$ cat src/design/headset_jack_type_detector_macros.svh
// assertion helpers for the detector rtl
`ifndef HEADSET_JACK_TYPE_DETECTOR_MACROS_SVH
`define HEADSET_JACK_TYPE_DETECTOR_MACROS_SVH

// consequent must hold in the same cycle
`define HJTD_ASSERT_NOW(label, ante, cons, msg) \
	label: assert property (@(posedge clk) disable iff (!arst_n) (ante) |-> (cons)) \
		else $error(msg);

// consequent must hold in the next cycle
`define HJTD_ASSERT_NEXT(label, ante, cons, msg) \
	label: assert property (@(posedge clk) disable iff (!arst_n) (ante) |=> (cons)) \
		else $error(msg);

`endif

$ cat src/design/hjtd_pkg.sv
package hjtd_pkg;

	localparam int ZONE_REGS = 4;
	localparam int ZIDX_W    = $clog2(ZONE_REGS);
	localparam int ZW_W      = 39;
	localparam int ADC_W     = 12;
	localparam int TYPE_W    = 3;
	localparam int MS_W      = 10;
	localparam int TMR_W     = 16;

	// zone word layout
	localparam int ZF_HIGH_LSB = 0;
	localparam int ZF_CHK_LSB  = 12;
	localparam int ZF_DLY_LSB  = 20;
	localparam int ZF_TYP_LSB  = 36;

	localparam logic [1:0] PH_IDLE     = 2'd0;
	localparam logic [1:0] PH_DEBOUNCE = 2'd1;
	localparam logic [1:0] PH_SETTLE   = 2'd2;
	localparam logic [1:0] PH_CLASSIFY = 2'd3;

	localparam logic MODE_TICK  = 1'b0;
	localparam logic MODE_FORCE = 1'b1;

	localparam logic [TYPE_W-1:0] TYPE_NONE      = 3'd0;
	localparam logic [TYPE_W-1:0] TYPE_FOUR_POLE = 3'd1;

	localparam logic [2:0] REG_DETECT_DB = 3'd0;
	localparam logic [2:0] REG_SETTLE    = 3'd1;
	localparam logic [2:0] REG_KEY_DB    = 3'd2;
	localparam logic [2:0] REG_ZONES     = 3'd3;
	localparam logic [2:0] REG_ZONE0     = 3'd4;
	localparam logic [2:0] REG_ZONE1     = 3'd5;
	localparam logic [2:0] REG_ZONE2     = 3'd6;
	localparam logic [2:0] REG_ZONE3     = 3'd7;

	localparam logic [MS_W-1:0] DETECT_DB_RST = 10'd100;
	localparam logic [MS_W-1:0] SETTLE_RST    = 10'd200;
	localparam logic [MS_W-1:0] KEY_DB_RST    = 10'd120;
	localparam logic [2:0]      ZONES_RST     = 3'd4;

	typedef struct packed {
		logic              hit;
		logic [ZIDX_W-1:0] idx;
		logic [7:0]        chk;
		logic [15:0]       dly;
		logic [TYPE_W-1:0] typ;
	} zone_sel_t;

endpackage

$ cat src/design/hjtd_zone_match.sv
module hjtd_zone_match import hjtd_pkg::*; (
	input  logic [ZONE_REGS-1:0][ZW_W-1:0] zone_word,
	input  logic [2:0]                     limit,
	input  logic [ADC_W-1:0]               adc,
	output zone_sel_t                      sel
);

	logic found;

	// first zone below limit, in ascending order, whose upper bound covers the sample
	always_comb begin
		sel   = '0;
		found = 1'b0;
		for (int i = 0; i < ZONE_REGS; i++) begin
			if (!found && (3'(i) < limit) &&
			    (adc <= zone_word[i][ZF_HIGH_LSB +: ADC_W])) begin
				found   = 1'b1;
				sel.hit = 1'b1;
				sel.idx = ZIDX_W'(i);
				sel.chk = zone_word[i][ZF_CHK_LSB +: 8];
				sel.dly = zone_word[i][ZF_DLY_LSB +: 16];
				sel.typ = zone_word[i][ZF_TYP_LSB +: TYPE_W];
			end
		end
	end

endmodule

$ cat src/design/headset_jack_type_detector.sv
// pipeline: an accepted request is held in the input stage, then its result is registered
// throughput: one request per cycle unless out_stall holds the result stage; the state update
// of a tick is combinational between the input stage and the result register, so back-to-back requests stream
// reset: arst_n clears all detection and key state, empties both stages and loads
// the default timing registers; zone words reset to zero
`include "headset_jack_type_detector_macros.svh"

module headset_jack_type_detector import hjtd_pkg::*; #(
	parameter int MAX_ZONES = 4
) (
	input  logic              clk,
	input  logic              arst_n,

	input  logic              in_valid,
	output logic              in_stall,
	input  logic              mode,
	input  logic              det_level,
	input  logic              send_level,
	input  logic [ADC_W-1:0]  adc_sample,
	input  logic              in_call,
	input  logic [TYPE_W-1:0] forced_type,

	output logic              out_valid,
	input  logic              out_stall,
	output logic [TYPE_W-1:0] plug_type,
	output logic              type_changed,
	output logic              micbias_on,
	output logic              key_pressed,
	output logic              key_changed,
	output logic              detecting,

	input  logic              psel,
	input  logic              penable,
	input  logic              pwrite,
	input  logic [5:0]        paddr,
	input  logic [63:0]       pwdata,
	output logic [63:0]       prdata,
	output logic              pready
);

	localparam int ZONES_IMPL = (MAX_ZONES < ZONE_REGS) ? MAX_ZONES : ZONE_REGS;

	typedef struct packed {
		logic [TYPE_W-1:0] typ;
		logic              key_en;
		logic              key_deb;
		logic              key_st;
		logic              bias;
	} kst_t;

	function automatic kst_t set_type(input kst_t s, input logic [TYPE_W-1:0] t);
		kst_t r;
		r = s;
		if (t != s.typ) begin
			if (t == TYPE_FOUR_POLE) begin
				r.key_en = 1'b1;
			end else begin
				r.key_en  = 1'b0;
				r.key_deb = 1'b0;
				r.key_st  = 1'b0;
			end
			r.typ  = t;
			r.bias = r.key_en;
		end
		return r;
	endfunction

	// configuration
	logic [MS_W-1:0]                 detect_db_q, settle_q, key_db_q;
	logic [2:0]                      zones_used_q;
	logic [ZONE_REGS-1:0][ZW_W-1:0]  zone_word_q;

	// detector state
	logic [1:0]        phase_q;
	logic [TMR_W-1:0]  phase_timer_q;
	logic [7:0]        zone_hits_q [ZONES_IMPL];
	logic [TYPE_W-1:0] current_type_q;
	logic              key_state_q, key_enabled_q, key_debouncing_q, bias_q;
	logic [MS_W-1:0]   key_timer_q;
	logic              last_det_q, last_send_q;

	// input stage
	logic              valid_s1;
	logic              mode_s1, det_s1, send_s1, call_s1;
	logic [ADC_W-1:0]  adc_s1;
	logic [TYPE_W-1:0] forced_s1;

	// result stage
	logic              valid_s2;
	logic [TYPE_W-1:0] plug_type_s2;
	logic              type_changed_s2, micbias_s2, key_pressed_s2, key_changed_s2;
	logic              detecting_s2;

	logic out_free, adv, in_acc, cfg_wr;

	assign out_free = !valid_s2 || !out_stall;
	assign adv      = valid_s1 && out_free;
	assign in_stall = valid_s1 && !out_free;
	assign in_acc   = in_valid && !in_stall;
	assign cfg_wr   = psel && penable && pwrite && pready;
	assign pready   = 1'b1;

	always_comb begin
		unique case (paddr[5:3])
			REG_DETECT_DB: prdata = 64'(detect_db_q);
			REG_SETTLE:    prdata = 64'(settle_q);
			REG_KEY_DB:    prdata = 64'(key_db_q);
			REG_ZONES:     prdata = 64'(zones_used_q);
			REG_ZONE0:     prdata = 64'(zone_word_q[0]);
			REG_ZONE1:     prdata = 64'(zone_word_q[1]);
			REG_ZONE2:     prdata = 64'(zone_word_q[2]);
			REG_ZONE3:     prdata = 64'(zone_word_q[3]);
			default:       prdata = '0;
		endcase
	end

	always_ff @(posedge clk or negedge arst_n) begin
		if (!arst_n) begin
			detect_db_q  <= DETECT_DB_RST;
			settle_q     <= SETTLE_RST;
			key_db_q     <= KEY_DB_RST;
			zones_used_q <= ZONES_RST;
			zone_word_q  <= '0;
		end else if (cfg_wr) begin
			unique case (paddr[5:3])
				REG_DETECT_DB: detect_db_q     <= pwdata[MS_W-1:0];
				REG_SETTLE:    settle_q        <= pwdata[MS_W-1:0];
				REG_KEY_DB:    key_db_q        <= pwdata[MS_W-1:0];
				REG_ZONES:     zones_used_q    <= pwdata[2:0];
				REG_ZONE0:     zone_word_q[0]  <= pwdata[ZW_W-1:0];
				REG_ZONE1:     zone_word_q[1]  <= pwdata[ZW_W-1:0];
				REG_ZONE2:     zone_word_q[2]  <= pwdata[ZW_W-1:0];
				REG_ZONE3:     zone_word_q[3]  <= pwdata[ZW_W-1:0];
				default: ;
			endcase
		end
	end

	// zone search
	logic [2:0] zone_limit;
	zone_sel_t  sel;

	assign zone_limit = (zones_used_q > 3'(ZONES_IMPL)) ? 3'(ZONES_IMPL) : zones_used_q;

	hjtd_zone_match u_match (
		.zone_word (zone_word_q),
		.limit     (zone_limit),
		.adc       (adc_s1),
		.sel       (sel)
	);

	// next state for the request in the input stage
	kst_t              k;
	logic [1:0]        ph_d;
	logic [TMR_W-1:0]  tmr_d, tmr_inc;
	logic [7:0]        hits_d [ZONES_IMPL];
	logic [7:0]        sel_hits, hits_new;
	logic [MS_W-1:0]   ktmr_d;
	logic              ldet_d, lsend_d, det_edge, send_edge;

	always_comb begin
		k.typ     = current_type_q;
		k.key_en  = key_enabled_q;
		k.key_deb = key_debouncing_q;
		k.key_st  = key_state_q;
		k.bias    = bias_q;
		ph_d      = phase_q;
		tmr_d     = phase_timer_q;
		ktmr_d    = key_timer_q;
		ldet_d    = last_det_q;
		lsend_d   = last_send_q;
		det_edge  = det_s1 != last_det_q;
		send_edge = send_s1 != last_send_q;
		tmr_inc   = phase_timer_q + 1'b1;
		sel_hits  = '0;
		for (int i = 0; i < ZONES_IMPL; i++) begin
			hits_d[i] = zone_hits_q[i];
			if (sel.idx == ZIDX_W'(i))
				sel_hits = zone_hits_q[i];
		end
		hits_new = (sel_hits == 8'hff) ? sel_hits : sel_hits + 1'b1;

		if (mode_s1 == MODE_FORCE) begin
			if (forced_s1 == TYPE_FOUR_POLE)
				k.bias = 1'b1;
			k = set_type(k, forced_s1);
		end else begin
			ldet_d  = det_s1;
			lsend_d = send_s1;
			if (det_edge) begin
				ph_d  = PH_DEBOUNCE;
				tmr_d = '0;
				tmr_inc = 16'd1;
				for (int i = 0; i < ZONES_IMPL; i++)
					hits_d[i] = '0;
			end

			if (ph_d != PH_IDLE && !det_s1) begin
				// plug gone: report no device
				k = set_type(k, TYPE_NONE);
				if (!call_s1)
					k.bias = 1'b0;
				ph_d  = PH_IDLE;
				tmr_d = '0;
			end else begin
				unique case (ph_d)
					PH_IDLE: ;
					PH_DEBOUNCE: begin
						if (tmr_inc >= TMR_W'(detect_db_q)) begin
							k.bias = 1'b1;
							ph_d   = (settle_q == '0) ? PH_CLASSIFY : PH_SETTLE;
							tmr_d  = '0;
						end else begin
							tmr_d = tmr_inc;
						end
					end
					PH_SETTLE: begin
						if (tmr_inc >= TMR_W'(settle_q)) begin
							ph_d  = PH_CLASSIFY;
							tmr_d = '0;
						end else begin
							tmr_d = tmr_inc;
						end
					end
					PH_CLASSIFY: begin
						if (phase_timer_q != '0) begin
							tmr_d = phase_timer_q - 1'b1;
						end else if (sel.hit) begin
							for (int i = 0; i < ZONES_IMPL; i++)
								if (sel.idx == ZIDX_W'(i))
									hits_d[i] = hits_new;
							if (hits_new > sel.chk) begin
								k     = set_type(k, sel.typ);
								ph_d  = PH_IDLE;
								tmr_d = '0;
							end else begin
								tmr_d = (sel.dly != '0) ? sel.dly - 1'b1 : '0;
							end
						end
					end
					default: ;
				endcase
			end

			if (send_edge && k.key_en) begin
				if (k.key_st) begin
					k.key_st  = 1'b0;
					k.key_deb = 1'b0;
				end else if (key_db_q != '0) begin
					k.key_deb = 1'b1;
					ktmr_d    = '0;
				end
			end
			if (k.key_deb) begin
				if (!send_s1 || !det_s1 || k.typ != TYPE_FOUR_POLE || !k.key_en) begin
					k.key_deb = 1'b0;
				end else begin
					ktmr_d = ktmr_d + 1'b1;
					if (ktmr_d >= key_db_q) begin
						k.key_deb = 1'b0;
						k.key_st  = 1'b1;
					end
				end
			end
		end
	end

	always_ff @(posedge clk or negedge arst_n) begin
		if (!arst_n) begin
			phase_q          <= PH_IDLE;
			phase_timer_q    <= '0;
			current_type_q   <= TYPE_NONE;
			key_state_q      <= 1'b0;
			key_enabled_q    <= 1'b0;
			key_debouncing_q <= 1'b0;
			key_timer_q      <= '0;
			bias_q           <= 1'b0;
			last_det_q       <= 1'b0;
			last_send_q      <= 1'b0;
			for (int i = 0; i < ZONES_IMPL; i++)
				zone_hits_q[i] <= '0;
		end else if (adv) begin
			phase_q          <= ph_d;
			phase_timer_q    <= tmr_d;
			current_type_q   <= k.typ;
			key_state_q      <= k.key_st;
			key_enabled_q    <= k.key_en;
			key_debouncing_q <= k.key_deb;
			key_timer_q      <= ktmr_d;
			bias_q           <= k.bias;
			last_det_q       <= ldet_d;
			last_send_q      <= lsend_d;
			for (int i = 0; i < ZONES_IMPL; i++)
				zone_hits_q[i] <= hits_d[i];
		end
	end

	// pipeline control
	always_ff @(posedge clk or negedge arst_n) begin
		if (!arst_n) begin
			valid_s1 <= 1'b0;
			valid_s2 <= 1'b0;
		end else begin
			if (in_acc)
				valid_s1 <= 1'b1;
			else if (adv)
				valid_s1 <= 1'b0;
			if (out_free)
				valid_s2 <= adv;
		end
	end

	always_ff @(posedge clk) begin
		if (in_acc) begin
			mode_s1   <= mode;
			det_s1    <= det_level;
			send_s1   <= send_level;
			adc_s1    <= adc_sample;
			call_s1   <= in_call;
			forced_s1 <= forced_type;
		end
		if (adv) begin
			plug_type_s2    <= k.typ;
			type_changed_s2 <= k.typ != current_type_q;
			micbias_s2      <= k.bias;
			key_pressed_s2  <= k.key_st;
			key_changed_s2  <= k.key_st != key_state_q;
			detecting_s2    <= ph_d != PH_IDLE;
		end
	end

	assign out_valid    = valid_s2;
	assign plug_type    = plug_type_s2;
	assign type_changed = type_changed_s2;
	assign micbias_on   = micbias_s2;
	assign key_pressed  = key_pressed_s2;
	assign key_changed  = key_changed_s2;
	assign detecting    = detecting_s2;

	`HJTD_ASSERT_NOW(a_key_en_tracks_type, 1'b1, key_enabled_q == (current_type_q == TYPE_FOUR_POLE), "key enable out of step with plug type")
	`HJTD_ASSERT_NOW(a_key_needs_enable, key_state_q || key_debouncing_q, key_enabled_q, "key active while key disabled")
	`HJTD_ASSERT_NOW(a_idle_timer_clear, phase_q == PH_IDLE, phase_timer_q == '0, "phase timer running while idle")
	`HJTD_ASSERT_NEXT(a_result_follows, adv, valid_s2, "request advanced but no result shown")

endmodule

$ cat config.mk
export PLATFORM = sky130hd
export DESIGN_NAME = headset_jack_type_detector
export DESIGN_NICKNAME = d
export VERILOG_FILES = /design/src/design/hjtd_pkg.sv /design/src/design/hjtd_zone_match.sv /design/src/design/headset_jack_type_detector.sv
export VERILOG_INCLUDE_DIRS = /design/src /design/src/design
export SDC_FILE = /design/constraint.sdc
export NUM_CORES = 1
export LEC_CHECK = 0
export BUFFER_PORTS_ARGS = -buffer_cell sky130_fd_sc_hd__buf_2
export CORE_ASPECT_RATIO = 0.7
export CORE_MARGIN = 10
export CORE_UTILIZATION = 65
export DETAILED_ROUTE_END_ITERATION = 10
export PLACE_DENSITY = 0.85
export SLEW_MARGIN = 20
export SYNTH_ARGS = -nofsm -noshare
export SYNTH_HDL_FRONTEND = slang
export SYNTH_SLANG_ARGS = --single-unit
$ cat constraint.sdc
create_clock -name clk -period 24.7 [get_ports clk]
set_input_delay 3.705 -clock clk [delete_from_list [all_inputs] [get_ports clk]]
set_output_delay 3.705 -clock clk [all_outputs]
set_load 0.01 [all_outputs]
==> After elaboration in Yosys (flattened, before gate mapping) <==
Index checks and enable logic that the tools add are counted.
{ "word_totals": {"ff_bits": 287, "latch_bits": 0, "ram_bits": 0, "rom_bits": 0, "out_inout_bits": 75, "word_cells": 208, "mem_count": 0} }
{ "op_classes": {"addsub": 5, "n_mul": 0, "n_div": 0, "magnitude_cmp": 13, "n_eq_ne": 25, "shift": 0, "mux": 79, "n_bitwise": 1, "reduce_logical": 49} }
{ "ops": {"columns": ["cell", "n"], "rows": [
  ["$pmux 64 s8", 1],
  ["$mux 16", 10],
  ["$mux 32", 5],
  ["$mux 30", 4],
  ["$mux 8", 9],
  ["$mux 7", 9],
  ["$mux 10", 6],
  ["$le 12x12->1", 4],
  ["$pmux 16 s3", 1],
  ["$ge 16x10->1", 2],
  ["$reduce_bool 16->1", 2],
  ["$sub 16x1->16 const B", 2],
  ["$mux 2", 15],
  ["$reduce_and 2->1", 10],
  ["$add 16x1->16 const B", 1],
  ["$mux 1", 15],
  ["$logic_and 1x1->1", 14],
  ["$eq 3x3->1 const B", 4],
  ["$add 10x1->10 const B", 1],
  ["$ge 10x10->1", 1],
  ["$logic_not 1->1", 10],
  ["$logic_not 10->1", 1],
  ["$reduce_bool 10->1", 1],
  ["$eq 3x1->1 const B", 3],
  ["25 further kinds", 41]
]} }

==> Logic depth before layout (Yosys ltp) <==
Gate-level depths: netlist of the first run.
{ "logic_depth": {"ltp_word": 41, "mapped_depth": 45, "mapped_depth_nobuf": 40} }

==> Cells and area by module <==
From an unflattened synthesis of the first run, not the netlist that was laid out.
{ "hier_totals": {"cells_unflattened": 1714, "hier_area_um2": 17446.7} }
{ "by_module_without_submodules": {"columns": ["module", "instances", "cells_each", "area_per_inst_um2", "seq_area_each_um2"], "rows": [
  ["headset_jack_type_detector", 1, 1441, 15484.9, 7330.8],
  ["hjtd_zone_match", 1, 273, 1961.9, 0.0]
]} }

==> Worst setup path after synthesis of the first run <==
OpenSTA, ideal clock, no wires.
{ "synth_timing": {"path_type": "input to output", "startpoint": "input paddr[3]", "endpoint": "output prdata[0]", "arrival_ps": 5222, "required_time_ps": 20995, "path_slack_ps": 15773, "path_stages": 7, "n_path_buf": 3, "cell_sequence": "clkbuf_1 clkbuf_1 clkbuf_1 nand3_1 o21ai_0 o22ai_1 mux2i_1"} }
{ "synth_between": {"elab_chain_len": 2} }
{ "synth_rtl": {"columns": ["item", "line", "source"], "rows": [
  ["start: declaration", "headset_jack_type_detector.sv:35", "input logic [5:0] paddr,"],
  ["$eq 3x3->1, or another cell as far along", "headset_jack_type_detector.sv:104", "unique case (paddr[5:3])"],
  ["$pmux 64 s8 (*)", "headset_jack_type_detector.sv:104", null],
  ["end: declaration", "headset_jack_type_detector.sv:37", "output logic [63:0] prdata,"]
]} }
Mark *: on every way between the ends. The rest lies on a longest branch, timed or not. The select of a mux whose other input is x is not followed.

==> Worst setup path after layout of the first run <==
{ "layout_timing": {"startpoint": "register adc_s1[11]", "endpoint": "register key_changed_s2, in the netlist key_changed, data pin"} }
{ "layout_between": {"elab_chain_len": 39} }
{ "layout_rtl": {"columns": ["item", "line", "source"], "rows": [
  ["start: declaration", "headset_jack_type_detector.sv:85", "logic [ADC_W-1:0] adc_s1;"],
  ["start signal: assignment", "headset_jack_type_detector.sv:318", "adc_s1 <= adc_sample;"],
  ["$le 12x12->1", "hjtd_zone_match.sv:16", "(adc <= zone_word[i][ZF_HIGH_LSB +: ADC_W])) begin"],
  ["$logic_and 1x1->1", "hjtd_zone_match.sv:15", "if (!found && (3'(i) < limit) &&"],
  ["$mux 1", "hjtd_zone_match.sv:15", null],
  ["$logic_not 1->1", "hjtd_zone_match.sv:15", null],
  ["$logic_and 1x1->1 (2 in a row)", "hjtd_zone_match.sv:15", null],
  ["$mux 1", "hjtd_zone_match.sv:15", null],
  ["$logic_not 1->1", "hjtd_zone_match.sv:15", null],
  ["$logic_and 1x1->1 (2 in a row)", "hjtd_zone_match.sv:15", null],
  ["(+21 left out)", null, null],
  ["$mux 10", "headset_jack_type_detector.sv:183", "if (mode_s1 == MODE_FORCE) begin"],
  ["$add 10x1->10", "headset_jack_type_detector.sv:258", "ktmr_d = ktmr_d + 1'b1;"],
  ["$ge 10x10->1", "headset_jack_type_detector.sv:259", "if (ktmr_d >= key_db_q) begin"],
  ["$mux 2", "headset_jack_type_detector.sv:259", null],
  ["$mux 1", "headset_jack_type_detector.sv:255", "if (!send_s1 || !det_s1 || k.typ != TYPE_FOUR_POLE || !k.key_en) begin"],
  ["$mux 2 (*)", "headset_jack_type_detector.sv:254", "if (k.key_deb) begin"],
  ["$mux 7 (*)", "headset_jack_type_detector.sv:183", null],
  ["$ne 1x1->1 (*)", "headset_jack_type_detector.sv:327", "key_changed_s2 <= k.key_st != key_state_q;"],
  ["end signal: assignment", "headset_jack_type_detector.sv:327", null],
  ["end: declaration", "headset_jack_type_detector.sv:91", "logic type_changed_s2, micbias_s2, key_pressed_s2, key_changed_s2;"]
]} }
Marks and branches as above.
A chain may end at the register's enable or synchronous reset.

==> results of run 1 <==
-- power by group through the flow --
stage	Combinational, W	Clock [W]	Sequential [W]
floorplan	0.000464	0	0.000607
global placement	0.000611	0	0.000627
detailed placement	0.000634	0	0.000632
CTS	0.000641	0.000475	0.000627
global route	0.000716	0.000496	0.000638
finish	0.000659	0.000473	0.000631
-- how the worst max path moves through the flow --
stage / from / endpoint / slack, ns / depth (start not counted)
floorplan: paddr[3] / prdata[0] / 15.77 / 7
global placement: adc_s1[11] / key_pressed / 14.14 / 37
detailed placement: adc_s1[11] / key_changed / 13.93 / 38
CTS: adc_s1[11] / key_changed / 13.97 / 38
global route: adc_s1[11] / key_changed / 13.22 / 38
finish: adc_s1[11] / key_changed / 13.65 / 38
-- per-layer routing --
layer | routed length [um] | track usage (%) | part of all wire (%)
met5 | 13 | 0 | 0.026
met4 | 1180 | 7.63 | 2.3
met2 | 22100 | 44.2 | 44
met1 | 21300 | 40.3 | 42
met3 | 6250 | 8.46 | 12
-- stage by stage --
step | worst slack (ns) | hold WS [ns] | utilization (%) | area, um2
6_report | 13.65 | 0.491 | 72.1 | 19200
5_1_grt | 13.22 | 0.513 | 72.1 | 19200
4_1_cts | 13.97 | 0.488 | 72.1 | 19200
3_5_place_dp | 13.93 | 0.474 | 68.3 | 18200
3_3_place_gp | 14.14 | 0.462 | 68.3 | 18200
2_1_floorplan | 15.77 | 0.442 | - | 17600
-- area by class of cell --
type / count / area [um2]
diodes: 1 / 2.50
fillers: 1937 / 7410
clock inverters: 14 / 190
clock buffers: 40 / 817
inverters: 106 / 398
flip-flops and latches: 287 / 7330
repair buffers: 133 / 718
well taps: 364 / 455
multi-input cells: 1325 / 9270
-- logic make-up (layout without fill, tap and decap cells) --
logic type / after synthesis / count (layout) / share of synthesized area [%]
multiplexers: 147 / 147 / 9.71
adder cells (fa/ha/maj): 91 / 91 / 6.52
AO/OA/AOI/OAI: 471 / 471 / 19.2
flip-flops: 287 / 287 / 42.0
other: 2 / 27 / 0.0430
XOR/XNOR: 46 / 46 / 2.35
buffers and inverters: 227 / 293 / 5.72
AND/OR/NAND/NOR: 544 / 544 / 14.5
-- tightest hold or removal path: stages, from the launching register on --
cell and delay, ns:
dfrtp_1 0.34, nand2_1 0.04, o21ai_0 0.07
-- cells in the final DEF (no fill, tap or decap), drive strengths merged, types with 10 or more instances in the layout --
| cell | count |
|---|---|
| o31ai | 10 |
| nand4 | 17 |
| o211ai | 13 |
| nand2 | 225 |
| dfstp | 11 |
| nand3 | 47 |
| mux2 | 127 |
| mux2i | 15 |
| edfxtp | 27 |
| o21ai | 131 |
| or3 | 11 |
| nor4 | 12 |
| conb | 26 |
| inv | 108 |
| a22oi | 68 |
| a22o | 34 |
| nor3 | 49 |
| a211oi | 16 |
| buf | 133 |
| nand2b | 10 |
| nor2 | 113 |
| xnor2 | 22 |
| a21oi | 70 |
| xor2 | 24 |
| a221oi | 12 |
| and2 | 12 |
| a21o | 17 |
| ha | 91 |
| clkbuf | 40 |
| nor2b | 12 |
| dfrtp | 249 |
-- flip-flops by register name, indices dropped and copies added (netlist names), 2 cells and up --
signal / flops
zone_hits_q: 32
adc_s1: 12
current_type_q: 3
key_timer_q: 10
phase_q: 2
settle_q: 10
key_db_q: 10
phase_timer_q: 16
plug_type: 3
detect_db_q: 10
zone_word_q: 156
forced_s1: 3
zones_used_q: 3
==> impl_metrics.ini, run 1 <==
[min_path]
hold-path-cell-count = 2
worstHoldStart = zone_hits_q[8]
hold_class = reg2reg
min_to = zone_hits_q[8]

[worst_setup_path]
reg2reg_from = adc_s1[11]
cp.arrival_ns = 11.36
crit_path_start_kind = register
reg2reg_to = key_changed
slowest_delay_ns = 0.75
r2r_slack_ns = 13.65
cp-end-kind = register
reg2regPathDepth = 38
cp_slowest_cell = nand2_1
path_class = reg2reg
cp_max_fo = 27
required_ns = 25.01
cp_top_family = simple AND/OR/NAND/NOR gates
cp_num_buf_inv = 0

[placed_design]
hpwl_um = 34600
dp.cells = 2215
numPortBuffers = 116
place_congestion = 0.964

[power_and_ir_drop]
pwr-share-seq_pct = 35.8
powerDensity_mw_per_mm2 = 91.9
p_leak_nw = 8.73
p_sw_w = 0.000687
power_w = 0.00176
peakVddDrop_v = 0.0000724
internal_power_w = 0.00108
pwr-share-clk_pct = 26.8
switching_share_pct = 39.0
comb_power_share_pct = 37.4

[yosys]
ys_seq_area_share_pct = 42.0
ys.flop_type = dfrtp_1
synth-async-reset-ratio_pct = 90.6
yosys_warnings = 0
synthCells = 1815
synth.area.top_cells = dfrtp_1 36%, mux2_2 8.1%, ha_1 6.5%, nand2_1 4.8%, edfxtp_1 4.6%
yosysTopAreaCell = dfrtp_1
synth-seq-cells = 287
yosysTopAreaCellShare_pct = 35.7
synth_commonest_cells = 249 x dfrtp_1, 224 x nand2_1, 126 x mux2_2, 123 x o21ai_0, 110 x nor2_1
synth.avg_cell_area_um2 = 9.63
synth_cell_types = 96
syn-cell-area_mm2 = 0.0175
synth-edff-count = 27
yosysMostFrequentCell = dfrtp_1

[sta]
fmax_ghz = 0.0905
finalSetupViolations = 0
rsz0062_at_grt = false
fin_skew_ns = 0.0103
post-route-period-util_pct = 44.7
worstMarginPinSlew_ns = 0.980
layout_min_cycle_time_ns = 11.05
tns_ns = 0
hold_viol_final = 0
slew_viol_final = 0
slew_headroom_pct = 34.2

[die]
die_area_mm2 = 0.0339
initial_core_util_pct = 65.7
rows = 50
io_pins = 171
coreArea_mm2 = 0.0266
die_h_um = 157
die_width_um = 216

[grt]
track_usage_pct = 29.2
grt_overflow = 0
grt_pass1_vias = 14600
antenna_found_initial = 2
grt_max_degree = 128
grt_pass1_wl_um = 80200

[routing]
drtIter0Drc = 1964
vias = 14900
antenna_left = 0
drt_pass1_iterations = 8
routed_wl_um = 50800
drc = 0
wl_per_cell_um = 22.4
viasPerCell = 6.58

[clock_network]
cts_resized = 0
cts_tree = yes
postCtsSetupBuffers = 0
clkSinkCount = 287
htree_levels = 1
cts.path.max_buffers = 3
insertion_delay_ns = 0.59
cts_root_buf = clkbuf_16
cts.clk_slew.worst_paths_ns = 0.06
hold_buffers = 0
cts_inserted_buffers = 29

[cells_and_area]
fin_cells = 2270
nets = 2069
drive_above_1_share_pct = 19.5
syn2layout_area_growth_pct = 9.76

[outcome]
status = finished, final reports clean

[job]
drv_cap = 0
No activity file was read; power rests on OpenSTA's default activity.
==> run 2, diff against run 1 <==
--- a/config.mk
+++ b/config.mk
@@ -9,9 +9,9 @@
 export BUFFER_PORTS_ARGS = -buffer_cell sky130_fd_sc_hd__buf_2
 export CORE_ASPECT_RATIO = 0.7
 export CORE_MARGIN = 10
-export CORE_UTILIZATION = 65
+export CORE_UTILIZATION = 55
 export DETAILED_ROUTE_END_ITERATION = 10
-export PLACE_DENSITY = 0.85
+export PLACE_DENSITY = 0.77
 export SLEW_MARGIN = 20
 export SYNTH_ARGS = -nofsm -noshare
 export SYNTH_HDL_FRONTEND = slang
==> constraint.sdc (replaced) <==
create_clock -name clk -period 9.75 [get_ports clk]
set_input_delay 1.4625 -clock clk [delete_from_list [all_inputs] [get_ports clk]]
set_output_delay 1.4625 -clock clk [all_outputs]
set_load 0.01 [all_outputs]
==> impl_metrics.ini, run 2 (synthesis gave the netlist of run 1 again) <==
[min_path]
hold_class = reg2reg
hold-path-cell-count = 2

[worst_setup_path]
required_ns = 10.15
path_class = reg2reg
reg2regPathDepth = 40
crit_path_start_kind = register
cp_max_fo = 11
cp-end-kind = register
cp.arrival_ns = 9.51
cp_slowest_cell = or4_1
slowest_delay_ns = 0.62

[clock_network]
cts_tree = yes
cts_inserted_buffers = 30
cts_root_buf = clkbuf_16
insertion_delay_ns = 0.61
hold_buffers = 0
cts.path.max_buffers = 3
cts.clk_slew.worst_paths_ns = 0.06
htree_levels = 1
clkSinkCount = 287

[die]
die_area_mm2 = 0.0394
initial_core_util_pct = 56.0
rows = 54
io_pins = 171
die_width_um = 233
coreArea_mm2 = 0.0312
die_h_um = 169

[sta]
slew_viol_final = 0
post-route-period-util_pct = 93.4
hold_viol_final = 0
layout_min_cycle_time_ns = 9.10
tns_ns = 0
worstMarginPinSlew_ns = 1.05
rsz0062_at_grt = false
fmax_ghz = 0.110
fin_skew_ns = 0.0622
finalSetupViolations = 0
slew_headroom_pct = 28.0

[cells_and_area]
nets = 2085
final_common_cell = dfrtp_1
drive_above_1_share_pct = 20.3
final_cell_area_mm2 = 0.0194
reg.largest.list = zone_word_q: 156 flops, zone_hits_q: 32 flops, phase_timer_q: 16 flops
layout_common_cells = 249 x dfrtp_1, 224 x nand2_1, 126 x mux2_2
syn2layout_area_growth_pct = 11.0
largest_reg_flops = 156
largest-register = zone_word_q

[grt]
grt_pass1_vias = 14500
grt_overflow = 0
grt_max_degree = 122
antenna_found_initial = 5
track_usage_pct = 25.3
grt_pass1_wl_um = 80500

[routing]
routed_wl_um = 51000
drtIter0Drc = 2014
drc = 0
viasPerCell = 6.40
vias = 15000
drt_pass1_iterations = 5
antenna_left = 0
wl_per_cell_um = 21.7

[job]
drv_cap = 0

[power_and_ir_drop]
internal_power_w = 0.00273
peakVddDrop_v = 0.000177
powerDensity_mw_per_mm2 = 230
pwr-share-clk_pct = 26.2
switching_share_pct = 38.9
p_leak_nw = 8.81
pwr-share-seq_pct = 35.7
p_sw_w = 0.00173
comb_power_share_pct = 38.1

[placed_design]
place_area_mm2 = 0.0183
hpwl_um = 35600
numPortBuffers = 116
place_congestion = 0.950

[outcome]
status = finished, final reports clean
## run 2: cell types whose count changed in the layout (fill, tap and decap cells not counted), sizes merged
cell / delta
buf: +15
bufinv: -3
clkbuf: +7
diode: +4
inv: -2
## run 2: stage by stage
stage          setup WS (ns)  instances  hold WS (ns)  util (%)  total power [W]
3_5_place_dp           0.569       2285         0.473      58.8          0.00323
5_1_grt                0.179       2346         0.506      62.1          0.00470
4_1_cts                0.463       2341         0.494      62.0          0.00441
6_report               0.646       2347         0.497      62.1          0.00446
2_1_floorplan           1.45       1839         0.442         -          0.00271
3_3_place_gp           0.709       2285         0.464      58.8          0.00317
## run 2: repair_timing
action / CTS / global route
setup endpoints to repair: 0 / 3
gates resized for setup: 0 / 3
setup buffers: 0 / 1
## run 2: power groups by stage
stage               logic [W]  registers [W]  clock network (W)
floorplan             0.00117        0.00154                  0
global placement      0.00158        0.00159                  0
detailed placement    0.00163        0.00160                  0
CTS                   0.00165        0.00158            0.00118
global route          0.00185        0.00161            0.00123
finish                0.00170        0.00159            0.00117
## run 2: cell type report
type / instances / area (um2)
clock inverter: 9 / 98.8
clock buffer: 47 / 915
multi-input combinational: 1325 / 9290
tap: 420 / 526
fill: 2563 / 11800
inverter: 106 / 398
timing repair buffer: 148 / 831
sequential: 287 / 7330
antenna: 5 / 12.5
## run 2: worst max-delay path: cells and delay by family (launching register included)
kind                       cells  cell delay, ns
AOI/OAI and AO/OA             11            2.35
muxes                          1            0.34
buffers and inverters          3            0.34
xor gates and xnor gates       1            0.21
and+or+nand+nor               20            4.01
adders and majority gates      4            1.17
DFF                            1            0.47
## run 2: final timing paths
check,end,startpoint,slack [ns]
setup / recovery,key_changed,adc_s1[10],0.65
hold / removal,zone_hits_q[31],zone_hits_q[31],0.50
setup reg to reg,key_changed,adc_s1[10],0.65
hold reg to reg,zone_hits_q[31],zone_hits_q[31],0.50
max in group asynchronous,zone_hits_q[2],arst_n,7.11
min in group asynchronous,key_timer_q[9],arst_n,0.99
## run 2: layer usage
layer | global-route usage, % | vias up | part of all wire [%]
met3 | 7.00 | 104 | 12
met2 | 37.7 | 870 | 43
met4 | 7.01 | 0 | 2.4
met1 | 35.5 | 7303 | 43
met5 | 0 | - | 0
li1 | - | 6744 | -
